[src/rtl/gtpc_pkg.sv]
// Shared constants, types and tables for the gimbal tilt/pitch compensation block.
// No dependencies; every module of the block imports this package, the interfaces do not.
package gtpc_pkg;

  // Encoder counts per turn; must be a power of two.
  localparam int ENCODER_COUNTS = 8192;
  localparam int ENC_BITS       = $clog2(ENCODER_COUNTS);
  localparam int PHASE_W        = 32;
  localparam int ENC_SHIFT      = PHASE_W - ENC_BITS;

  // One turn in hundredths of a degree.
  localparam int TURN_CDEG = 36000;
  localparam int WRED_W    = 16;

  // floor(w * 2^32 / 36000) = w * PH_STEP + floor(w * PH_REM / 36000)
  localparam longint unsigned PH_STEP   = (64'd1 << PHASE_W) / TURN_CDEG;
  localparam longint unsigned PH_REM    = (64'd1 << PHASE_W) - PH_STEP * TURN_CDEG;
  localparam int              PH_K      = 45;
  localparam longint unsigned PH_RECIP  = ((64'd1 << PH_K) + TURN_CDEG - 1) / TURN_CDEG;
  localparam int              REMP_W    = 30;
  localparam int              RECIP_W   = 30;
  localparam int              QF_W      = 15;

  // Pipeline depth: input register through result register.
  localparam int NSTG = 12;

  // CORDIC
  localparam int CORDIC_STAGES = 16;
  localparam int CORDIC_REGS   = 4;
  localparam int STEPS_PER_REG = CORDIC_STAGES / CORDIC_REGS;
  localparam int XY_W          = 19;
  localparam int Z_W           = 32;
  localparam int CORDIC_GAIN   = 39797;

  localparam logic signed [Z_W-1:0] ATAN_TURN [CORDIC_STAGES] = '{
    32'sd536870912, 32'sd316933406, 32'sd167458907, 32'sd85004756,
    32'sd42667331,  32'sd21354465,  32'sd10679838,  32'sd5340245,
    32'sd2670163,   32'sd1335087,   32'sd667544,    32'sd333772,
    32'sd166886,    32'sd83443,     32'sd41722,     32'sd20861
  };

  // Quadrant codes from the top two phase bits.
  localparam logic [1:0] QUAD_0 = 2'd0;
  localparam logic [1:0] QUAD_1 = 2'd1;
  localparam logic [1:0] QUAD_2 = 2'd2;
  localparam logic [1:0] QUAD_3 = 2'd3;

  // Output scaling: (pitch*cos + roll*sin) * 8192 / (18000 * 65536) = sum / OUT_DIV
  localparam longint unsigned OUT_DIV   = (64'd18000 * 64'd65536) / 64'd8192;
  localparam int              MAG_W     = 33;
  localparam int              OUT_K     = MAG_W;
  localparam longint unsigned OUT_RECIP = (64'd1 << OUT_K) / OUT_DIV;
  localparam int              QE_W      = 16;

  // Configuration port
  localparam int         CFG_IDX_W         = 1;
  localparam int         CFG_DATA_W        = 16;
  localparam logic [0:0] CFG_MOUNT_OFFSET  = 1'd0;
  localparam logic [0:0] CFG_TILT_DEADBAND = 1'd1;

  typedef struct packed {
    logic signed [14:0] pitch;
    logic signed [15:0] roll;
    logic signed [15:0] yaw;
    logic [12:0]        enc;
  } sample_t;

  typedef struct packed {
    logic signed [14:0] pitch;
    logic signed [15:0] roll;
  } tilt_t;

endpackage

[src/rtl/gtpc_phase.sv]
// Deadband and relative-yaw phase: four pipeline stages ending in a 32-bit turn phase.
// Depends on gtpc_pkg.
module gtpc_phase (
  input  logic                    clk,
  input  logic [3:0]              en,
  input  gtpc_pkg::sample_t       smp,
  input  logic signed [15:0]      mount_offset,
  input  logic [13:0]             tilt_deadband,
  output gtpc_pkg::tilt_t         tilt_out,
  output logic [31:0]             phase_out
);
  import gtpc_pkg::*;

  // stage 1
  logic signed [16:0] wsum;
  logic [17:0]        vpos;
  logic [WRED_W-1:0]  wred;
  logic signed [16:0] dbs;
  logic signed [16:0] p17;
  logic signed [16:0] r17;
  tilt_t              tilt1_next;
  tilt_t              tilt1;
  logic [12:0]        enc1;
  logic [WRED_W-1:0]  wred1;

  // stage 2
  logic [47:0]        base_full;
  logic [47:0]        remp_full;
  tilt_t              tilt2;
  logic [12:0]        enc2;
  logic [PHASE_W-1:0] base2;
  logic [REMP_W-1:0]  remp2;

  // stage 3
  logic [REMP_W+RECIP_W-1:0] qprod;
  tilt_t                     tilt3;
  logic [12:0]               enc3;
  logic [PHASE_W-1:0]        base3;
  logic [QF_W-1:0]           qf3;

  // stage 4
  logic [PHASE_W-1:0] phase_next;
  tilt_t              tilt4;
  logic [PHASE_W-1:0] phase4;

  always_comb begin
    wsum = 17'(smp.yaw) + 17'(mount_offset);
    // -(yaw + offset) shifted positive by two turns, then folded into one turn
    vpos = 18'(2 * TURN_CDEG) - 18'(wsum);
    if (vpos >= 18'(3 * TURN_CDEG)) begin
      wred = WRED_W'(vpos - 18'(3 * TURN_CDEG));
    end else if (vpos >= 18'(2 * TURN_CDEG)) begin
      wred = WRED_W'(vpos - 18'(2 * TURN_CDEG));
    end else if (vpos >= 18'(TURN_CDEG)) begin
      wred = WRED_W'(vpos - 18'(TURN_CDEG));
    end else begin
      wred = WRED_W'(vpos);
    end

    dbs = signed'(17'(tilt_deadband));
    p17 = 17'(smp.pitch);
    r17 = 17'(smp.roll);
    tilt1_next.pitch = ((p17 > -dbs) && (p17 < dbs)) ? '0 : smp.pitch;
    tilt1_next.roll  = ((r17 > -dbs) && (r17 < dbs)) ? '0 : smp.roll;
  end

  always_comb begin
    base_full  = 48'(wred1) * 48'(PH_STEP);
    remp_full  = 48'(wred1) * 48'(PH_REM);
    qprod      = (REMP_W+RECIP_W)'(remp2) * (REMP_W+RECIP_W)'(PH_RECIP);
    phase_next = (PHASE_W'(enc3) << ENC_SHIFT) + base3 + PHASE_W'(qf3);
  end

  always_ff @(posedge clk) begin
    if (en[0]) begin
      tilt1 <= tilt1_next;
      enc1  <= smp.enc;
      wred1 <= wred;
    end
    if (en[1]) begin
      tilt2 <= tilt1;
      enc2  <= enc1;
      base2 <= base_full[PHASE_W-1:0];
      remp2 <= remp_full[REMP_W-1:0];
    end
    if (en[2]) begin
      tilt3 <= tilt2;
      enc3  <= enc2;
      base3 <= base2;
      qf3   <= QF_W'(qprod >> PH_K);
    end
    if (en[3]) begin
      tilt4  <= tilt3;
      phase4 <= phase_next;
    end
  end

  assign tilt_out  = tilt4;
  assign phase_out = phase4;

endmodule

[config.mk]
export PLATFORM = sky130hd
export DESIGN_NAME = gtpc_phase
export DESIGN_NICKNAME = d
export VERILOG_FILES = /design/src/rtl/gtpc_pkg.sv /design/src/rtl/gtpc_phase.sv
export SDC_FILE = /design/constraint.sdc
export NUM_CORES = 1
export LEC_CHECK = 0
export BUFFER_PORTS_ARGS = -buffer_cell sky130_fd_sc_hd__buf_2
export CAP_MARGIN = 30
export CORE_MARGIN = 1.5
export CORE_UTILIZATION = 45
export CTS_BUF_LIST = sky130_fd_sc_hd__clkbuf_2 sky130_fd_sc_hd__clkbuf_4 sky130_fd_sc_hd__clkbuf_8
export DETAILED_ROUTE_END_ITERATION = 16
export PLACE_DENSITY = 0.64
export SLEW_MARGIN = 20
export SYNTH_ARGS = -nofsm -noshare
export SYNTH_HDL_FRONTEND = slang
export SYNTH_SLANG_ARGS = --single-unit
[constraint.sdc]
create_clock -name clk -period 8 [get_ports clk]
set_input_delay 1.2 -clock clk [delete_from_list [all_inputs] [get_ports clk]]
set_output_delay 1.2 -clock clk [all_outputs]
set_load 0.01 [all_outputs]
# [Word level (Yosys, flattened, before mapping)]
# Index checks and enable logic that the tools add are counted.
# W data, S select, Z words.
[classes] addsub=8 n_mul=3 magnitude_cmp=7 mux=3 n_reduce_logical=2
[ops] cell="$mul A22 B29 Y51 const B" count=1
[ops] cell="$mux W16" count=3
[ops] cell="$ge A18 B17 Y1 const B" count=2
[ops] cell="$add A32 B15 Y32" count=1
[ops] cell="$add A32 B32 Y32" count=1
[ops] cell="$sub A16 B16 Y16 const B" count=2
[ops] cell="$mul A16 B14 Y29 const B" count=1
[ops] cell="$mul A16 B7 Y22 const B" count=1
[ops] cell="$ge A18 B16 Y1 const B" count=1
[ops] cell="$sub A18 B17 Y18 const A" count=1
[ops] cell="$add A16 B16 Y17" count=1
[ops] cell="$gt A15 B17 Y1" count=1
[ops] cell="$gt A16 B17 Y1" count=1
[ops] cell="$neg A14 Y17" count=1
[ops] cell="$lt A16 B15 Y1" count=1
[ops] cell="$sub A16 B13 Y16 const B" count=1
[ops] cell="$lt A15 B15 Y1" count=1
[ops] cell="$logic_and A1 B1 Y1" count=2
[word_totals] regBits=306 inputBits=95 out_inout_bits=63 word_cells=40

# [Logic depth before layout (Yosys ltp)]
[depth] ltp_word=6 mapped_depth=27 ltp_nobuf=27

# [Worst setup path after synthesis]
# No wires, ideal clock.
[synth_timing] kind="register to register" from="register remp2[28]" to="register qf3[11] (data pin)" setup_ns=0.258 arrival_time_ns=6.428 required_time_ns=7.742 path_slack_ns=1.314 path_stages_with_launch=26 path_buffers=0 synth_period_minus_slack_ns=6.686 path_cell_list="edfxtp_1 -> inv_1 -> ha_1 -> inv_1 -> fa_1 -> inv_1 -> fa_1 -> inv_1 -> fa_1 -> inv_1 -> fa_1 -> inv_1 -> fa_1 -> fa_1 -> ha_1 -> a21o_1 -> a21o_1 -> a21o_1 -> a22o_1 -> a21o_1 -> a211oi_1 -> o21ai_0 -> a41oi_1 -> o21bai_1 -> a21oi_1 -> xnor2_1"
[synth_between] elab_chain_cells=1
[synth_lines] item="start, declared" line="gtpc_phase.sv:32" rtl="logic [REMP_W-1:0] remp2;"
[synth_lines] item="start signal, assigned" line="gtpc_phase.sv:84" rtl="remp2 <= remp_full[REMP_W-1:0];"
[synth_lines] item="$mul A22 B29 Y51" line="gtpc_phase.sv:70" rtl="qprod = (REMP_W+RECIP_W)'(remp2) * (REMP_W+RECIP_W)'(PH_RECIP);"
[synth_lines] item="via qprod[56]" line="gtpc_phase.sv:35" rtl="logic [REMP_W+RECIP_W-1:0] qprod;"
[synth_lines] item="end signal, assigned" line="gtpc_phase.sv:90" rtl="qf3 <= QF_W'(qprod >> PH_K);"
[synth_lines] item="end, declared" line="gtpc_phase.sv:39" rtl="logic [QF_W-1:0] qf3;"
# The timed path passes the listed nets, and every way through them passes these cells.
# A chain may end at the register's enable or synchronous reset.

# [Worst setup path in the final report]
[layout_timing] from="register remp2[14]" to="register qf3[11] (data pin)"
# The elaborated chain is that of the path after synthesis.

==> metrics.yaml <==
setup_path:
  crit_fanout: 9
  critical_path_required_ns: 8.35
  cp_cell_sequence: "ha_1, fa_1, inv_1, fa_1, inv_1, ha_1, ha_1, inv_1, fa_1, inv_1, fa_1, ha_1, or4_1, a211oi_1, o221ai_1, a21o_1, a211oi_1, buf_4, o21ai_0, a41oi_1, o21bai_1, a21oi_1, xnor2_1"
  rr_endpoint: "qf3[11]$_DFFE_PP_"
  slowest_stage: "edfxtp_1"
  crit_buf_inv: 5
  critical-path-max-stage-delay_ns: 0.63
  r2r_slack_ns: 0.67
  crit_type: "flip-flop to flip-flop"
  crit_arrival_ns: 7.67
  end_kind: "flip-flop"
  path_delay_family: "adder cells"
  rr_worst_depth: 23
  timing.rr.start: "remp2[14]$_DFFE_PP_"
  start_kind: "flip-flop"
finish:
  fin_nets: 3503
  layout_common_cells: "ha_1, inv_1, edfxtp_1"
  syn2layout_area_growth_pct: 10.57
  drive_gt1_frac: 0.1086
  final_common_cell: "ha_1"
run:
  maxCapViolations: 0
sta:
  fin_worst_skew_ns: 0.02761
  fin_crit_sh: 0.9160
  tightestPinTransition_ns: 0.9056
  rsz0062_at_grt: "false"
  fmax_ghz: 0.1365
  drv_slew: 0
  final_hold_viol_count: 0
  setup_tns_ns: 0
  slew_headroom: 0.3962
  hold_slack_ns: 0.4099
  fin_crit_ns: 7.328
  setup_violations: 0
  timing.final.ws_setup_ns: 0.6716
drt:
  remaining_drc_errors: 0
  vias: 17920
  ant_nets: 0
  wire_per_inst_um: 17.70
  first_iter_violations: 848
  vias_per_cell: 5.134
  wl_um: 61760
  firstDrtPassIters: 5
yosys:
  async_flop_share: 0
  synth_nets: 3299
  synth_warnings: 0
  synth_flop_cell: "edfxtp_1"
  syn_area_sq_mm: 0.02823
  yosysSeqAreaShare: 0.3244
  synth_edf_count: 305
  synth_cell_types: 84
  syn_inst: 2407
  ys_ff_latch: 305
  avgSynthCellArea_sq_um: 11.73
clocking:
  cts_hold_buffers: 0
  clkSlewWorstSetupHoldPaths_ns: 0.06
  cts_sinks: 305
  post-cts-setup-buffer-count: 0
  cts.path.max_buffers: 3
  cts_buffers: 49
  ctsHtreeMaxLevel: 2
  ctsRootBufferMaster: "clkbuf_8"
  clk_latency_ns: 0.62
  tritoncts: "done"
  ctsResizeCount: 0
global_route:
  first_global_vias: 19220
  antenna_found_initial: 2
  grt_pass1_wl_um: 98710
  grt_start_max_net_pins: 77
  grt_use_total: 0.1972
  grt_remaining_overflow: 0
die:
  start_util: 0.4566
  core_area_sq_mm: 0.06183
  die_y_um: 253.5
  ioPinCount: 158
  num_rows: 91
  die_x_um: 253.5
  die_area_sq_mm: 0.06425
hold_path:
  min_to: "enc3[8]$_DFFE_PP_"
  holdPathStages: 0
  hold_path_class: "flip-flop to flip-flop"
  hp-start: "enc2[8]$_DFFE_PP_"
outcome:
  status: "complete, no violations"
placed_design:
  dp_hpwl_um: 51580
  dp_worst_setup_slack_ns: 0.6704
  gp_congestion: 0.9405
  port_buffers: 157
worst max-delay path by stage:
| stage | slack [ns] | from | cells after the start | to |
|---|---|---|---|---|
| 6_report | 0.67 | remp2[14]$_DFFE_PP_ | 23 | qf3[11]$_DFFE_PP_ |
| 5_1_grt | 0.30 | remp2[14]$_DFFE_PP_ | 23 | qf3[11]$_DFFE_PP_ |
| 4_1_cts | 0.61 | remp2[14]$_DFFE_PP_ | 23 | qf3[11]$_DFFE_PP_ |
| 3_5_place_dp | 0.67 | remp2[14]$_DFFE_PP_ | 23 | qf3[11]$_DFFE_PP_ |
| 3_3_place_gp | 0.65 | remp2[14]$_DFFE_PP_ | 23 | qf3[11]$_DFFE_PP_ |
| 2_1_floorplan | 1.31 | remp2[28]$_DFFE_PP_ | 25 | qf3[11]$_DFFE_PP_ |
routing by layer:
layer,GRT usage,share of wire,up-vias
li1,-,-,8674
met1,0.2482,0.44,8846
met2,0.3492,0.50,304
met3,0.02868,0.035,90
met4,0.05971,0.025,2
met5,0,0.00021,-
cells in the mapped netlist, types with 30 or more instances:
cell type,instances,area share
ha_1,532,0.24
o21a_1,35,0.0093
a21oi_1,81,0.014
inv_1,486,0.065
nor2_1,72,0.0096
nand2_1,67,0.0089
nand3_1,52,0.0092
xnor2_1,89,0.028
o21ai_0,50,0.0089
nor2b_1,30,0.0066
fa_1,265,0.19
edfxtp_1,305,0.32
a21o_1,51,0.014
logic make-up (layout without fill, tap and decap cells):
family          Yosys count  after routing  share of synthesized area
fa+ha+maj               797            797                     0.4237
buf+inv                 504            749                    0.06821
simple gates            340            340                    0.06227
compound gates          338            338                    0.08266
flops                   305            305                     0.3244
xor+xnor                115            115                    0.03568
mux                       8              8                   0.003102
other cells               0              1                          0
through the flow:
| stage | cells | instance area (sq um) | utilization |
|---|---|---|---|
| final | 3490 | 31220 | 0.5049 |
| after global routing | 3490 | 31220 | 0.5049 |
| after CTS | 3487 | 31180 | 0.5043 |
| after detailed placement | 3395 | 30060 | 0.4862 |
| after global placement | 3395 | 30060 | 0.4862 |
| after floorplan | 2407 | 28230 | - |
registers in the layout, summed over array words and instances (netlist names):
register,flops
qf3,15
phase_out,32
enc3,13
base2,28
tilt2,31
wred1,16
tilt1,31
tilt_out,31
tilt3,31
enc2,13
base3,29
remp2,22
enc1,13
final cells by class:
type                            instances  area [sq um]
Fill cell                            5468         30610
Multi-Input combinational cell       1598         17150
Sequential cell                       305          9159
Inverter                              486          1824
Tap cell                              837          1047
Timing Repair Buffer                  171         915.9
Clock buffer                           63         785.8
Clock inverter                         29         335.3
Antenna cell                            1         2.502
Power is left out: the tool's default activity adds up to more than one toggle a clock period on the data nets, which glitch-free logic cannot reach.
