### config.mk
export PLATFORM = sky130hd
export DESIGN_NAME = gtpc_scale
export DESIGN_NICKNAME = d
export VERILOG_FILES = /design/src/rtl/gtpc_pkg.sv /design/src/rtl/gtpc_scale.sv
export SDC_FILE = /design/constraint.sdc
export NUM_CORES = 2
export LEC_CHECK = 0
export BUFFER_PORTS_ARGS = -buffer_cell sky130_fd_sc_hd__buf_2
export CAP_MARGIN = 20
export CELL_PAD_IN_SITES_DETAIL_PLACEMENT = 1
export CELL_PAD_IN_SITES_GLOBAL_PLACEMENT = 1
export CORE_UTILIZATION = 53
export CTS_BUF_LIST = sky130_fd_sc_hd__clkbuf_2
export DETAILED_ROUTE_END_ITERATION = 10
export PLACE_DENSITY_LB_ADDON = 0.3
export SYNTH_ARGS = -nofsm -noshare
export SYNTH_HDL_FRONTEND = slang
export SYNTH_SLANG_ARGS = --single-unit
### constraint.sdc
create_clock -name clk -period 12.5 [get_ports clk]
set_input_delay 2.5 -clock clk [delete_from_list [all_inputs] [get_ports clk]]
set_output_delay 2.5 -clock clk [all_outputs]
set_load 0.01 [all_outputs]
### src/rtl/gtpc_pkg.sv
// Shared constants, types and tables for the gimbal tilt/pitch compensation block.
// No dependencies; every module of the block imports this package, the interfaces do not.
package gtpc_pkg;

  // Encoder counts per turn; must be a power of two.
  localparam int ENCODER_COUNTS = 8192;
  localparam int ENC_BITS       = $clog2(ENCODER_COUNTS);
  localparam int PHASE_W        = 32;
  localparam int ENC_SHIFT      = PHASE_W - ENC_BITS;

  // One turn in hundredths of a degree.
  localparam int TURN_CDEG = 36000;
  localparam int WRED_W    = 16;

  // floor(w * 2^32 / 36000) = w * PH_STEP + floor(w * PH_REM / 36000)
  localparam longint unsigned PH_STEP   = (64'd1 << PHASE_W) / TURN_CDEG;
  localparam longint unsigned PH_REM    = (64'd1 << PHASE_W) - PH_STEP * TURN_CDEG;
  localparam int              PH_K      = 45;
  localparam longint unsigned PH_RECIP  = ((64'd1 << PH_K) + TURN_CDEG - 1) / TURN_CDEG;
  localparam int              REMP_W    = 30;
  localparam int              RECIP_W   = 30;
  localparam int              QF_W      = 15;

  // Pipeline depth: input register through result register.
  localparam int NSTG = 12;

  // CORDIC
  localparam int CORDIC_STAGES = 16;
  localparam int CORDIC_REGS   = 4;
  localparam int STEPS_PER_REG = CORDIC_STAGES / CORDIC_REGS;
  localparam int XY_W          = 19;
  localparam int Z_W           = 32;
  localparam int CORDIC_GAIN   = 39797;

  localparam logic signed [Z_W-1:0] ATAN_TURN [CORDIC_STAGES] = '{
    32'sd536870912, 32'sd316933406, 32'sd167458907, 32'sd85004756,
    32'sd42667331,  32'sd21354465,  32'sd10679838,  32'sd5340245,
    32'sd2670163,   32'sd1335087,   32'sd667544,    32'sd333772,
    32'sd166886,    32'sd83443,     32'sd41722,     32'sd20861
  };

  // Quadrant codes from the top two phase bits.
  localparam logic [1:0] QUAD_0 = 2'd0;
  localparam logic [1:0] QUAD_1 = 2'd1;
  localparam logic [1:0] QUAD_2 = 2'd2;
  localparam logic [1:0] QUAD_3 = 2'd3;

  // Output scaling: (pitch*cos + roll*sin) * 8192 / (18000 * 65536) = sum / OUT_DIV
  localparam longint unsigned OUT_DIV   = (64'd18000 * 64'd65536) / 64'd8192;
  localparam int              MAG_W     = 33;
  localparam int              OUT_K     = MAG_W;
  localparam longint unsigned OUT_RECIP = (64'd1 << OUT_K) / OUT_DIV;
  localparam int              QE_W      = 16;

  // Configuration port
  localparam int         CFG_IDX_W         = 1;
  localparam int         CFG_DATA_W        = 16;
  localparam logic [0:0] CFG_MOUNT_OFFSET  = 1'd0;
  localparam logic [0:0] CFG_TILT_DEADBAND = 1'd1;

  typedef struct packed {
    logic signed [14:0] pitch;
    logic signed [15:0] roll;
    logic signed [15:0] yaw;
    logic [12:0]        enc;
  } sample_t;

  typedef struct packed {
    logic signed [14:0] pitch;
    logic signed [15:0] roll;
  } tilt_t;

endpackage

### src/rtl/gtpc_scale.sv
// Quadrant mapping, tilt products and scaling to pi = 8192 with truncation and saturation.
// Depends on gtpc_pkg.
module gtpc_scale (
  input  logic                             clk,
  input  logic [2:0]                       en,
  input  gtpc_pkg::tilt_t                  tilt_in,
  input  logic signed [gtpc_pkg::XY_W-1:0] x_in,
  input  logic signed [gtpc_pkg::XY_W-1:0] y_in,
  input  logic [1:0]                       quad_in,
  output logic signed [15:0]               pitch_corr
);
  import gtpc_pkg::*;

  logic signed [XY_W-1:0] cosv;
  logic signed [XY_W-1:0] sinv;
  logic signed [33:0]     pc_next;
  logic signed [34:0]     rs_next;
  logic signed [33:0]     pc;
  logic signed [34:0]     rs;

  logic signed [35:0]     sum;
  logic [35:0]            mag_full;
  logic [MAG_W-1:0]       mag_next;
  logic [MAG_W+15:0]      qprod;
  logic [QE_W-1:0]        qe;
  logic [MAG_W-1:0]       mag;
  logic                   neg;

  logic [34:0]            back;
  logic [34:0]            rem;
  logic [16:0]            qc;
  logic signed [15:0]     res_next;
  logic signed [15:0]     res;

  always_comb begin
    case (quad_in)
      QUAD_0: begin
        cosv = x_in;
        sinv = y_in;
      end
      QUAD_1: begin
        cosv = -y_in;
        sinv = x_in;
      end
      QUAD_2: begin
        cosv = -x_in;
        sinv = -y_in;
      end
      QUAD_3: begin
        cosv = y_in;
        sinv = -x_in;
      end
      default: begin
        cosv = '0;
        sinv = '0;
      end
    endcase
    pc_next = 34'(tilt_in.pitch) * 34'(cosv);
    rs_next = 35'(tilt_in.roll) * 35'(sinv);
  end

  always_comb begin
    sum      = 36'(pc) + 36'(rs);
    mag_full = sum[35] ? 36'(-sum) : 36'(sum);
    mag_next = mag_full[MAG_W-1:0];
    qprod    = (MAG_W+16)'(mag_next) * (MAG_W+16)'(OUT_RECIP);
  end

  // Quotient estimate is exact or one short; fix it with the remainder.
  always_comb begin
    back = 35'(qe) * 35'(OUT_DIV);
    rem  = 35'(mag) - back;
    qc   = 17'(qe) + ((rem >= 35'(OUT_DIV)) ? 17'd1 : 17'd0);
    if (neg) begin
      res_next = (qc >= 17'd32768) ? -16'sd32768 : 16'(-signed'(qc));
    end else begin
      res_next = (qc > 17'd32767) ? 16'sd32767 : 16'(qc);
    end
  end

  always_ff @(posedge clk) begin
    if (en[0]) begin
      pc <= pc_next;
      rs <= rs_next;
    end
    if (en[1]) begin
      qe  <= QE_W'(qprod >> OUT_K);
      mag <= mag_next;
      neg <= sum[35];
    end
    if (en[2]) begin
      res <= res_next;
    end
  end

  assign pitch_corr = res;

endmodule
### After elaboration in Yosys (flattened, before gate mapping)

Index checks and enable logic that the tools add are counted.

* add/subtract/negate cells: 7
* multiply operators: 4
* order comparisons: 3
* equality and inequality tests: 3
* muxes and demuxes: 7
* reductions and logical operators: 1

Operator list (number)
* $pmux W19 S4: 2
* $mux W16: 3
* $mul A33 B14 Y47 const B: 1
* $neg A19 Y19: 2
* $add A34 B35 Y36: 1
* $ge A35 B18 Y1 const B: 1
* $mul A16 B19 Y35: 1
* $sub A33 B34 Y35: 1
* $mul A15 B19 Y34: 1
* $mux W33: 1
* $neg A33 Y33: 1
* $mul A16 B11 Y27 const B: 1
* $add A16 B1 Y17: 1
* $ge A17 B16 Y1 const B: 1
* $gt A17 B15 Y1 const B: 1
* $neg A16 Y16: 1
* $eq A2 B2 Y1 const B: 2
* $eq A2 B1 Y1 const B: 1
* $logic_not A2 Y1: 1
* $mux W1: 1

* flip-flop bits (word level): 135
* input port bits: 75
* output and inout bits: 16
* logic and storage cells: 31

### Depth between registers and ports, before layout

* depth after elaboration: 8
* gate-level depth with buffers: 43
* mapped depth without buffers: 43

### Least setup slack after synthesis

OpenSTA, ideal clock, no wires.

* kind: input port to flip-flop
* from: in y_in[1] (netlist bit)
* to: reg pc[33] (data pin)
* setup time: 0.260 ns
* arrival time: 10.849 ns
* data required time: 12.240 ns
* path slack: 1.391 ns
* stages on the path: 32
* buffers on the path: 1
* cells stage by stage: or4_4 -> or3_4 -> or4_4 -> or3_4 -> or3_4 -> or3_4 -> nor2b_1 -> xnor2_1 -> a21oi_1 -> buf_2 -> nand2_1 -> fa_1 -> inv_1 -> fa_1 -> inv_1 -> fa_1 -> fa_1 -> inv_1 -> fa_1 -> fa_1 -> ha_1 -> a21o_1 -> a21oi_1 -> o21bai_1 -> a211oi_1 -> o21ai_0 -> o21bai_1 -> o21ai_0 -> o41a_1 -> a21o_1 -> a21oi_1 -> xnor2_1

* cells in the longest elaborated chain, start to end: 3

Ends and longest elaborated chain
* start, declared: line gtpc_scale.sv:8 `input logic signed [gtpc_pkg::XY_W-1:0] y_in,`
* $neg A19 Y19: line gtpc_scale.sv:42 `cosv = -y_in;`
* $pmux W19 S4 (*): line gtpc_scale.sv:36 `case (quad_in)`
* $mul A15 B19 Y34 (*): line gtpc_scale.sv:58 `pc_next = 34'(tilt_in.pitch) * 34'(cosv);`
* via pc_next[33]: line gtpc_scale.sv:16 `logic signed [33:0] pc_next;`
* end signal, assigned: line gtpc_scale.sv:83 `pc <= pc_next;`
* end, declared: line gtpc_scale.sv:18 `logic signed [33:0] pc;`

The timed path passes the listed nets; every way through them passes the cells marked *.
A chain may end at the register's enable or synchronous reset.

### Worst setup path in the final report

* from: reg qe[5]
* to: reg res[15] (netlist: pitch_corr[15]) (data pin)

* cells in the longest elaborated chain, start to end: 8
* elaborated cells on any way between the ends: 11
* classes of those cells: add/sub (3); mul (1); order compare (3); mux (4)

Ends and longest elaborated chain
* start, declared: line gtpc_scale.sv:25 `logic [QE_W-1:0] qe;`
* start signal, assigned: line gtpc_scale.sv:87 `qe <= QE_W'(qprod >> OUT_K);`
* $mul A16 B11 Y27: line gtpc_scale.sv:71 `back = 35'(qe) * 35'(OUT_DIV);`
* $sub A33 B34 Y35: line gtpc_scale.sv:72 `rem = 35'(mag) - back;`
* $ge A35 B18 Y1: line gtpc_scale.sv:73 `qc = 17'(qe) + ((rem >= 35'(OUT_DIV)) ? 17'd1 : 17'd0);`
* $mux W1: line gtpc_scale.sv:73
* $add A16 B1 Y17 (*): line gtpc_scale.sv:73
* $neg A16 Y16 (tied with other cells): line gtpc_scale.sv:75 `res_next = (qc >= 17'd32768) ? -16'sd32768 : 16'(-signed'(qc));`
* $mux W16 (on tied branches): line gtpc_scale.sv:75, gtpc_scale.sv:77
* $mux W16 (*): line gtpc_scale.sv:74 `if (neg) begin`
* via res_next[15]: line gtpc_scale.sv:32 `logic signed [15:0] res_next;`
* end signal, assigned: line gtpc_scale.sv:92 `res <= res_next;`
* end, declared: line gtpc_scale.sv:33 `logic signed [15:0] res;`

Marked as above.

==> impl_results.md <==
* Max Clock Freq at roughly 88 MHz
* Slew @ Worst Pin at 1210 ps
* Clock sink count at 128
* Synth warnings at 0
* Seq/Total Area, Yosys at 0.0964
* CP max FO at 7
* Die width at roughly 280 µm
* Starting Density at 0.536
* Grt total ovfl at 0
* Utilization after layout at 0.561
* NumNets Final at around 5,600
* FF+latch count, synth at between 100 and 150
* Tmin final at 11,420 ps
* Number of buffers created by CTS at 17
* Detailed-router iteration count before antenna repair at 5
* Post-CTS setup buffer count at 0
* Top_reg_cell synth: edfxtp_1
* Hold WS at just over 1000 ps
* Via/cell ratio at 5.84
* Final Max Tran Viols at 0
* Core box area at 74,400 µm²
* Post-synth EDFFs at 128
* CTS root buf: clkbuf_2
* Status: finished, final reports clean
* Max-Cap Viols at 0
* Clock transition at the registers of the reported paths at 250 ps
* Clk buf depth at 2
* Max incr delay on CP at between 700 and 800 ps
* Die area at 76,300 µm²
* Syn nets at 5,575
* Final setup vio count at 0
* Synth cell types at 82
* Routed Antenna Nets at 0
* Post-cts resize count at 0
* All-Layer GR Usage at 0.309
* First-pass GRT wire length at 186 mm
* Crit end category: flop
* Placer congestion estimate at 0.872
* Drt wl/cell at 21.5 µm
* Dpl hpwl at 94.9 mm
* Boundary pin count at 91
* DRT iter0 DRCs at roughly 1,500
* Final worst-path cycle share at 0.914
* Setup TNS at 0 ps
* Syn Area/Cell at around 9.3 µm²
* Layout cells sized above 1 at 0.0558
* RSZ-0062 raised after global routing: false
* Fillers at around 8,700
* Final Skew at 93.5 ps
* Hold buffers post-CTS at 0
* Worst slew margin at 0.186
* Port Buffer Count at 90
* Initial antenna violation count at 8
* Data required, critical path at 13,240 ps
* Ys async rst share at 0
* Vias at 31,000
* Post-route DRC at 0
* Area delta synth->final at 4.82%
* Placed cells at 5,272
* Worst-Skew Late Latency at 980 ps
* Vias in the first global route at 35,200
* CTS tree: built
* Area of the mapped netlist at roughly 40,000 µm²
* Hold Violations, Final at 0
* Final std cells w/o fill at 5,309
* # rows at 100
* Critical Path AT at 12,170 ps
* H-Tree Level Count at 4
* Synthesized netlist cell count at 4,288
* Pin count of the biggest net entering global routing at 70
* DRT Wirelength at about 110 mm
* Worst setup SP type: flop
* Slowest CP cell: a2111oi_0
* Critical path type: reg -> reg
* Most used cell, CP: ha_1
* Die Y at 276 µm
* Hold Crit Class: reg -> reg
==> worst paths after layout <==
kind                            slack [ps]             end   start  depth (start not counted)
worst min-delay path                  1040  pitch_corr[13]  qe[13]                          2
worst max-delay path                  1080  pitch_corr[15]   qe[5]                         36
worst max register to register        1080  pitch_corr[15]   qe[5]                         36
worst min register to register        1040  pitch_corr[13]  qe[13]                          2
==> layer usage <==
metal  part of all wire  GRT usage  vias up  routed length (µm)
li1                   -          -    13900                   -
met1               0.39      0.358    16100               44700
met2               0.52      0.564      713               59600
met3              0.032     0.0322      312                3650
met4              0.053      0.153       10                6020
met5            0.00065          0        -                  74
==> area by class of cell <==
class	instances	area, µm²	share of cell area
Timing Repair Buffer	150	901	0.0216
Sequential cell	128	3840	0.0920
Inverter	809	3040	0.0726
Multi-Input combinational cell	3219	32500	0.778
Clock inverter	11	164	0.00392
Tap cell	969	1210	0.0290
Clock buffer	20	100	0.00239
Antenna cell	3	7.51	0.000180
==> synth_stat cells, drive strengths merged (25+ instances only) <==
library cell  number  area, µm²
and3              26        163
edfxtp           128       3840
nor3              48        250
xnor2            130       1140
nand3             58        290
and2             184       1150
xor2              94        823
nor2b             57        357
a21oi            165        826
fa               722      14500
o21ai            114        574
ha               490       6130
o21bai            32        240
nor2             131        492
nand2b            50        313
a211oi            28        210
nand2            490       1840
nand4             25        156
a21o              80        601
inv              809       3040
clkbuf           109        409
==> worst max-delay path, delay by kind of cell (launching register included) <==
kind / cells / cell delay (ps)
and+or+nand+nor: 9 / 2030
buffers and inverters: 4 / 200
adders and majority gates: 9 / 3590
xor gates and xnor gates: 2 / 520
AOI/OAI and AO/OA: 12 / 4250
DFF: 1 / 650
==> cells by family after synthesis <==
group	share of synthesized area
muxes	0.00762
xor gates and xnor gates	0.0492
and+or+nand+nor	0.141
buffers and inverters	0.0890
DFF	0.0964
adders and majority gates	0.516
AOI/OAI and AO/OA	0.101
==> registers in the layout (all words and copies together) (netlist names) <==
name and flops:
rs 35, neg 1, mag 26, pc 34, pitch_corr 16, qe 16
==> cells in the final DEF, fill, tap and decap left out, types with 28 or more instances in the layout <==
cell type / netlist / final
nor2_1: 131 / 131
nand2_1: 490 / 490
buf_2: 6 / 90
xnor2_1: 130 / 130
a211oi_1: 28 / 28
o21bai_1: 32 / 32
fa_1: 722 / 722
nor2b_1: 57 / 57
xor2_1: 94 / 94
o21ai_0: 108 / 99
and2_1: 183 / 183
a21o_1: 80 / 80
a21oi_1: 165 / 164
nand3_1: 58 / 58
nor3_1: 46 / 46
buf_4: 0 / 60
edfxtp_1: 128 / 128
ha_1: 490 / 490
inv_1: 809 / 809
nand2b_1: 50 / 50
==> per-stage QoR <==
step	cell area, µm²	setup WS [ps]
6_report	41800	1080
5_1_grt	41800	454
4_1_cts	41800	1130
3_5_place_dp	41500	351
3_3_place_gp	41500	646
2_1_floorplan	39900	1390
Power is not shown: default switching activity piles up to over one toggle a cycle in this logic, so the estimate is an artifact.
