$ cat config.mk
export PLATFORM = sky130hd
export DESIGN_NAME = gtpc_cordic
export DESIGN_NICKNAME = d
export VERILOG_FILES = /design/src/rtl/gtpc_pkg.sv /design/src/rtl/gtpc_cordic.sv
export SDC_FILE = /design/constraint.sdc
export NUM_CORES = 2
export LEC_CHECK = 0
export ABC_AREA = 1
export BUFFER_PORTS_ARGS = -buffer_cell sky130_fd_sc_hd__buf_4
export CAP_MARGIN = 25
export CORE_AREA = 2 2 276 278
export CTS_BUF_LIST = sky130_fd_sc_hd__clkbuf_8
export CTS_CLUSTER_SIZE = 10
export DETAILED_ROUTE_END_ITERATION = 12
export DIE_AREA = 0 0 278 280
export PLACE_DENSITY_LB_ADDON = 0.12
export SLEW_MARGIN = 20
export SYNTH_ARGS = -nofsm -noshare
export SYNTH_HDL_FRONTEND = slang
export SYNTH_SLANG_ARGS = --single-unit
$ cat constraint.sdc
create_clock -name clk -period 18.2 [get_ports clk]
set_clock_uncertainty 0.05 [all_clocks]
set_input_delay 0.91 -clock clk [delete_from_list [all_inputs] [get_ports clk]]
set_output_delay 0.91 -clock clk [all_outputs]
set_load 0.03 [all_outputs]
$ cat src/rtl/gtpc_pkg.sv
// Shared constants, types and tables for the gimbal tilt/pitch compensation block.
// No dependencies; every module of the block imports this package, the interfaces do not.
package gtpc_pkg;

  // Encoder counts per turn; must be a power of two.
  localparam int ENCODER_COUNTS = 8192;
  localparam int ENC_BITS       = $clog2(ENCODER_COUNTS);
  localparam int PHASE_W        = 32;
  localparam int ENC_SHIFT      = PHASE_W - ENC_BITS;

  // One turn in hundredths of a degree.
  localparam int TURN_CDEG = 36000;
  localparam int WRED_W    = 16;

  // floor(w * 2^32 / 36000) = w * PH_STEP + floor(w * PH_REM / 36000)
  localparam longint unsigned PH_STEP   = (64'd1 << PHASE_W) / TURN_CDEG;
  localparam longint unsigned PH_REM    = (64'd1 << PHASE_W) - PH_STEP * TURN_CDEG;
  localparam int              PH_K      = 45;
  localparam longint unsigned PH_RECIP  = ((64'd1 << PH_K) + TURN_CDEG - 1) / TURN_CDEG;
  localparam int              REMP_W    = 30;
  localparam int              RECIP_W   = 30;
  localparam int              QF_W      = 15;

  // Pipeline depth: input register through result register.
  localparam int NSTG = 12;

  // CORDIC
  localparam int CORDIC_STAGES = 16;
  localparam int CORDIC_REGS   = 4;
  localparam int STEPS_PER_REG = CORDIC_STAGES / CORDIC_REGS;
  localparam int XY_W          = 19;
  localparam int Z_W           = 32;
  localparam int CORDIC_GAIN   = 39797;

  localparam logic signed [Z_W-1:0] ATAN_TURN [CORDIC_STAGES] = '{
    32'sd536870912, 32'sd316933406, 32'sd167458907, 32'sd85004756,
    32'sd42667331,  32'sd21354465,  32'sd10679838,  32'sd5340245,
    32'sd2670163,   32'sd1335087,   32'sd667544,    32'sd333772,
    32'sd166886,    32'sd83443,     32'sd41722,     32'sd20861
  };

  // Quadrant codes from the top two phase bits.
  localparam logic [1:0] QUAD_0 = 2'd0;
  localparam logic [1:0] QUAD_1 = 2'd1;
  localparam logic [1:0] QUAD_2 = 2'd2;
  localparam logic [1:0] QUAD_3 = 2'd3;

  // Output scaling: (pitch*cos + roll*sin) * 8192 / (18000 * 65536) = sum / OUT_DIV
  localparam longint unsigned OUT_DIV   = (64'd18000 * 64'd65536) / 64'd8192;
  localparam int              MAG_W     = 33;
  localparam int              OUT_K     = MAG_W;
  localparam longint unsigned OUT_RECIP = (64'd1 << OUT_K) / OUT_DIV;
  localparam int              QE_W      = 16;

  // Configuration port
  localparam int         CFG_IDX_W         = 1;
  localparam int         CFG_DATA_W        = 16;
  localparam logic [0:0] CFG_MOUNT_OFFSET  = 1'd0;
  localparam logic [0:0] CFG_TILT_DEADBAND = 1'd1;

  typedef struct packed {
    logic signed [14:0] pitch;
    logic signed [15:0] roll;
    logic signed [15:0] yaw;
    logic [12:0]        enc;
  } sample_t;

  typedef struct packed {
    logic signed [14:0] pitch;
    logic signed [15:0] roll;
  } tilt_t;

endpackage

$ cat src/rtl/gtpc_cordic.sv
// Rotation-mode CORDIC for cosine and sine in Q16, four steps per pipeline register.
// Depends on gtpc_pkg.
module gtpc_cordic (
  input  logic                          clk,
  input  logic [gtpc_pkg::CORDIC_REGS-1:0] en,
  input  gtpc_pkg::tilt_t               tilt_in,
  input  logic [31:0]                   phase_in,
  output gtpc_pkg::tilt_t               tilt_out,
  output logic signed [gtpc_pkg::XY_W-1:0] x_out,
  output logic signed [gtpc_pkg::XY_W-1:0] y_out,
  output logic [1:0]                    quad_out
);
  import gtpc_pkg::*;

  logic signed [XY_W-1:0] x_r    [CORDIC_REGS];
  logic signed [XY_W-1:0] y_r    [CORDIC_REGS];
  logic signed [Z_W-1:0]  z_r    [CORDIC_REGS];
  logic [1:0]             quad_r [CORDIC_REGS];
  tilt_t                  tilt_r [CORDIC_REGS];

  logic signed [XY_W-1:0] x_n [CORDIC_REGS];
  logic signed [XY_W-1:0] y_n [CORDIC_REGS];
  logic signed [Z_W-1:0]  z_n [CORDIC_REGS];

  always_comb begin
    logic signed [XY_W-1:0] xc;
    logic signed [XY_W-1:0] yc;
    logic signed [Z_W-1:0]  zc;
    logic signed [XY_W-1:0] dx;
    logic signed [XY_W-1:0] dy;
    for (int g = 0; g < CORDIC_REGS; g++) begin
      if (g == 0) begin
        xc = XY_W'(CORDIC_GAIN);
        yc = '0;
        zc = signed'({2'b00, phase_in[29:0]});
      end else begin
        xc = x_r[g-1];
        yc = y_r[g-1];
        zc = z_r[g-1];
      end
      for (int j = 0; j < STEPS_PER_REG; j++) begin
        dx = yc >>> (g * STEPS_PER_REG + j);
        dy = xc >>> (g * STEPS_PER_REG + j);
        if (!zc[Z_W-1]) begin
          xc = xc - dx;
          yc = yc + dy;
          zc = zc - ATAN_TURN[4'(g * STEPS_PER_REG + j)];
        end else begin
          xc = xc + dx;
          yc = yc - dy;
          zc = zc + ATAN_TURN[4'(g * STEPS_PER_REG + j)];
        end
      end
      x_n[g] = xc;
      y_n[g] = yc;
      z_n[g] = zc;
    end
  end

  always_ff @(posedge clk) begin
    for (int g = 0; g < CORDIC_REGS; g++) begin
      if (en[g]) begin
        x_r[g]    <= x_n[g];
        y_r[g]    <= y_n[g];
        z_r[g]    <= z_n[g];
        quad_r[g] <= (g == 0) ? phase_in[31:30] : quad_r[g-1];
        tilt_r[g] <= (g == 0) ? tilt_in : tilt_r[g-1];
      end
    end
  end

  assign x_out    = x_r[CORDIC_REGS-1];
  assign y_out    = y_r[CORDIC_REGS-1];
  assign quad_out = quad_r[CORDIC_REGS-1];
  assign tilt_out = tilt_r[CORDIC_REGS-1];

endmodule

=== Yosys cells after proc, flatten, opt, wreduce, memory -nomap -nowiden ===
Memory sizes are Yosys's and may differ from the RTL's.
Cells that the tools add are included.

* Output and inout port bits: 71
* Register bits after elaboration: 0
* Bits of input ports: 68
* Word-level logic and storage cells: 97
* Memories: 5
* Memory bits (writable): 412

{| class="wikitable"
|+ Memories
! name !! depth !! bits a word !! read ports !! clocked after memory_dff !! wr ports !! line !! RTL
|-
| z_r || 4 || 32 || 3 || 0 || 4 || gtpc_cordic.sv:17 || <nowiki>logic signed [Z_W-1:0] z_r [CORDIC_REGS];</nowiki>
|-
| tilt_r || 4 || 31 || 4 || 0 || 4 || gtpc_cordic.sv:19 || <nowiki>tilt_t tilt_r [CORDIC_REGS];</nowiki>
|-
| x_r || 4 || 19 || 4 || 0 || 4 || gtpc_cordic.sv:15 || <nowiki>logic signed [XY_W-1:0] x_r [CORDIC_REGS];</nowiki>
|-
| y_r || 4 || 19 || 4 || 0 || 4 || gtpc_cordic.sv:16 || <nowiki>logic signed [XY_W-1:0] y_r [CORDIC_REGS];</nowiki>
|-
| quad_r || 4 || 2 || 4 || 0 || 4 || gtpc_cordic.sv:18 || <nowiki>logic [1:0] quad_r [CORDIC_REGS];</nowiki>
|}

* $add $sub $neg: 59
* Multiplexer cells: 33

{| class="wikitable"
|+ Operator list
! kind !! number
|-
| $mux 19 || 16
|-
| $mux 32 || 7
|-
| $add 19x11->19 || 2
|-
| $add 19x12->19 || 2
|-
| $add 19x13->19 || 2
|-
| $add 19x14->19 || 2
|-
| $add 19x15->19 || 2
|-
| $add 19x16->19 || 2
|-
| $add 19x7->19 || 2
|-
| $sub 19x11->19 || 2
|-
| $sub 19x12->19 || 2
|-
| $sub 19x13->19 || 2
|-
| $sub 19x14->19 || 2
|-
| $sub 19x15->19 || 2
|-
| $sub 19x16->19 || 2
|-
| $sub 19x7->19 || 2
|-
| $add 16x14->17 || 2
|-
| $sub 16x14->17 || 2
|-
| $add 31x30->32 const B || 1
|-
| $add 32x24->32 const B || 1
|-
| $add 32x25->32 const B || 1
|-
| $add 32x26->32 const B || 1
|-
| $add 32x27->32 const B || 1
|-
| $add 32x28->32 const B || 1
|-
| other kinds (23) || 31
|}

=== Logic depth before layout (Yosys ltp) ===
An unclocked memory read counts as a cell.

* Word-level depth: 9
* Mapped depth: 72
* Mapped depth without buffers: 72

=== Worst setup path before layout ===
Ideal clock, no wire load.

* Path kind: register to register
* From: memory z_r[0][31]
* To: memory x_r[1][17], data pin
* Library setup time: 0.262 ns
* Path buffers: 4
* Period minus slack after synthesis: 10.861 ns
* Data required time: 17.888 ns
* Arrival: 10.549 ns
* Stages on the path, launching flop included: 55
* Path slack: 7.339 ns
* Cells stage by stage: edfxtp_1 -> buf_2 -> inv_1 -> clkbuf_1 -> ha_1 -> a21oi_1 -> nand2_1 -> a21oi_1 -> o21ai_1 -> a21boi_1 -> o21ai_1 -> a21boi_1 -> o21ai_0 -> a21boi_0 -> o21ai_1 -> a21oi_1 -> o21ai_1 -> xor2_1 -> (+19 left out) -> buf_1 -> nand2_1 -> xor2_1 -> ha_1 -> inv_1 -> nor2_1 -> nor2_1 -> o21ai_0 -> a21boi_0 -> o21ai_0 -> a21boi_0 -> o21ai_0 -> a21o_1 -> a21oi_1 -> inv_1 -> a21oi_1 -> o21bai_1 -> xor2_1

{| class="wikitable"
|+ RTL lines
! what !! line
|-
| from (decl) || gtpc_cordic.sv:17
|-
| to (decl) || gtpc_cordic.sv:15
|}

==> summary.md <==
| Metric | Value |
|---|---|
| Setup violations, final | `0` |
| Worst Hold Path Cells | `0` |
| Row count | `101` |
| Via count | `39910` |
| Main synth FF type | `edfxtp_1` |
| First-pass GRT wire length | `between 150000 and 200000 µm` |
| Mapped Nets | `~6800` |
| CP Buf/Inv Count | `2` |
| Synthesized area per cell | `~7.4 µm²` |
| Highest clock rate | `~85 MHz` |
| Asr flop ratio synth | `0%` |
| Main combinational cell family by area after synthesis | `adder cells` |
| R2r startpoint | `x_r[2][12]` |
| Antenna-violating nets left | `0` |
| I/O pin cnt | `between 100 and 150` |
| Number of max-cap violations | `0` |
| Status | `finished, final reports clean` |
| PortBufs | `138` |
| CP most frequent cell | `nand2_1` |
| GRT Total Usage | `roughly 28%` |
| CTS tree | `built` |
| Endpoints failing hold | `0` |
| Die H | `around 280 µm` |
| Post-synthesis adder-cell area fraction | `21.13%` |
| Reg2reg setup slack | `around 6.5 ns` |
| Core ar. | `0.07519 mm²` |
| Setup TNS | `0 ns` |
| Final min period | `roughly 12 ns` |
| Gp weighted congestion | `around 0.97` |
| Mux cell area share after synthesis | `0%` |
| Ranking of synthesized cells by area | `edfxtp_1 (21%), ha_1 (20%), nand2_1 (9.7%), xor2_1 (9.6%), inv_1 (7.9%)` |
| Worst EP arrival | `about 12 ns` |
| Register area share after synthesis | `around a fifth` |
| H-tree Lvls | `2` |
| Clk sinks | `316` |
| Die width | `~280 µm` |
| Synthesized-area fraction occupied by ao, oa, aoi and oai cells | `between 15 and 20%` |
| Overflow left after global routing | `0` |
| Drt first pass iters | `6` |
| Startpoint types | `register` |
| Final WL | `between 100000 and 150000 µm` |
| DP HPWL | `91450 µm` |
| Post-CTS Setup Repair Bufs | `0` |
| Top cell types by occurrence after synthesis | `nand2_1 (1151), inv_1 (932), ha_1 (702)` |
| Max Slew Vio Count | `0` |
| Seq cells post-synth | `approximately 320` |
| Post-Syn Area | `between 0.04 and 0.05 mm²` |
| Hold Path Class | `register to register` |
| Die area | `between 0.07 and 0.08 mm²` |
| PostCTS Resize Cnt | `0` |
| Fillcell total | `between 6000 and 7000` |
| CP max FO | `17` |
| Worst path max stage delay | `0.68 ns` |
| WHS Endpoint | `tilt_r[2][8]` |
| Simple-gate share of the synthesized area | `about a fifth` |
| Most frequent cell after synthesis | `nand2_1` |
| Cts bufs inserted | `52` |
| Root buffer cell | `clkbuf_8` |
| Worst r2r dst | `x_r[3][18]` |
| Initial core utilization | `between 50 and 60%` |
| Initial antenna violation count | `2` |
| DP Area | `between 0.04 and 0.05 mm²` |
| Least-Margin Pin Slew | `around 1.0 ns` |
| Mapped Cells | `5981` |
| Fin crit share | `approximately 65%` |
| Clk_lat worst skew | `between 0.7 and 0.8 ns` |
| Initial DRC count | `between 2000 and 3000` |
| Nets | `just under 7000` |
| Synth unique cells | `67` |
| Data required time of the worst path | `about 19 ns` |
| Clock edge transition at the registers on the reported setup and hold paths | `~0.060 ns` |
| Post-synth EDFFs | `between 300 and 400` |
| Cell count of the worst reg-to-reg path | `68` |
| P&R area growth vs syn | `7.456%` |
| Final Instance Area | `between 0.04 and 0.05 mm²` |
| Register area | `0.009489 mm²` |
| Synth warnings | `0` |
| Remaining DRCs | `0` |
| Top delay family on crit path | `compound AO/OA/AOI/OAI gates` |
| Slew headroom | `33.52%` |
| Hold Buf Count CTS | `0` |
| Area of the multi-input gates | `~0.031 mm²` |
| CTS Buffer Depth | `3` |
| DR vias/cell | `5.556` |
| XOR/XNOR Fraction of Synth Area | `roughly 14%` |
| Synth area leader | `edfxtp_1` |
| Highest-delay cell along the critical path | `xor2_2` |
| Top-area cell type share of the netlist area | `21.36%` |
| Vias in the first global route | `between 30000 and 40000` |
| Hold Crit Start | `tilt_r[1][8]` |
| Largest net degree at the start of global routing | `72` |
| Crit end category | `register` |
| DR WL/cell | `roughly 15 µm` |
| Critical path class | `register to register` |
| Layout cells sized above 1 | `between 5 and 6%` |
| RSZ-0062 raised after global routing | `no` |
registers in the layout (all words and copies together), names as in the netlist:
register	cells
tilt_r	124
y_r	76
x_r	75
z_r	33
quad_r	8
placed cells by master, fill, tap and decap left out, types with 63 or more instances in the layout:
cell	instances
o21ai_0	253
buf_4	148
a21oi_1	675
nor3_1	92
edfxtp_1	316
nand3_1	259
xnor2_1	178
nor2_1	314
nand4_1	63
xor2_1	487
ha_1	702
nand2_1	1151
inv_1	945
layer usage:
metal / up-vias / share of wire, % / track usage (%)
met4: 0 / 2.2 / 6.708
met2: 857 / 48 / 49.28
met5: - / 0 / 0
met1: 18250 / 46 / 36.48
li1: 20650 / - / -
met3: 152 / 4.1 / 2.207
stage by stage:
stage / hold slack (ns) / std cells / utilization [%] / setup slack (ns)
2_1_floorplan: 0.3503 / 5981 / - / 7.339
3_3_place_gp: 0.3503 / 7087 / 62.08 / 7.098
6_report: 0.3159 / 7182 / 63.48 / 6.459
5_1_grt: 0.3112 / 7182 / 63.48 / 5.285
3_5_place_dp: 0.3545 / 7087 / 62.08 / 6.708
4_1_cts: 0.2924 / 7181 / 63.48 / 6.603
cells by family after synthesis:
logic type               count (synthesis)
AO/OA/AOI/OAI                         1284
XOR/XNOR                               677
adder cells (fa/ha/maj)                732
buffers and inverters                  974
flip-flops                             316
AND/OR/NAND/NOR                       1998
worst max-delay path by stage:
| stage | startpoint | end | slack, ns | cells past startpoint |
|---|---|---|---|---|
| 6_report | x_r[2][12] | x_r[3][18] | 6.46 | 68 |
| 2_1_floorplan | z_r[0][31] | x_r[1][17] | 7.34 | 54 |
| 3_5_place_dp | x_r[2][12] | x_r[3][18] | 6.71 | 68 |
| 4_1_cts | x_r[2][12] | x_r[3][18] | 6.60 | 68 |
| 5_1_grt | x_r[2][12] | x_r[3][18] | 5.29 | 67 |
| 3_3_place_gp | y_r[2][12] | y_r[3][16] | 7.10 | 67 |
area by class of cell:
type / count / area share (%)
diodes: 1 / 0.005243
clock inverters: 42 / 0.7078
flip-flops and latches: 316 / 19.88
repair buffers: 148 / 2.328
clock buffers: 52 / 1.499
inverters: 954 / 7.508
well taps: 978 / 2.564
multi-input cells: 4691 / 65.51
Power is not shown: default switching activity piles up to over one toggle a cycle in this logic, so the estimate is an artifact.
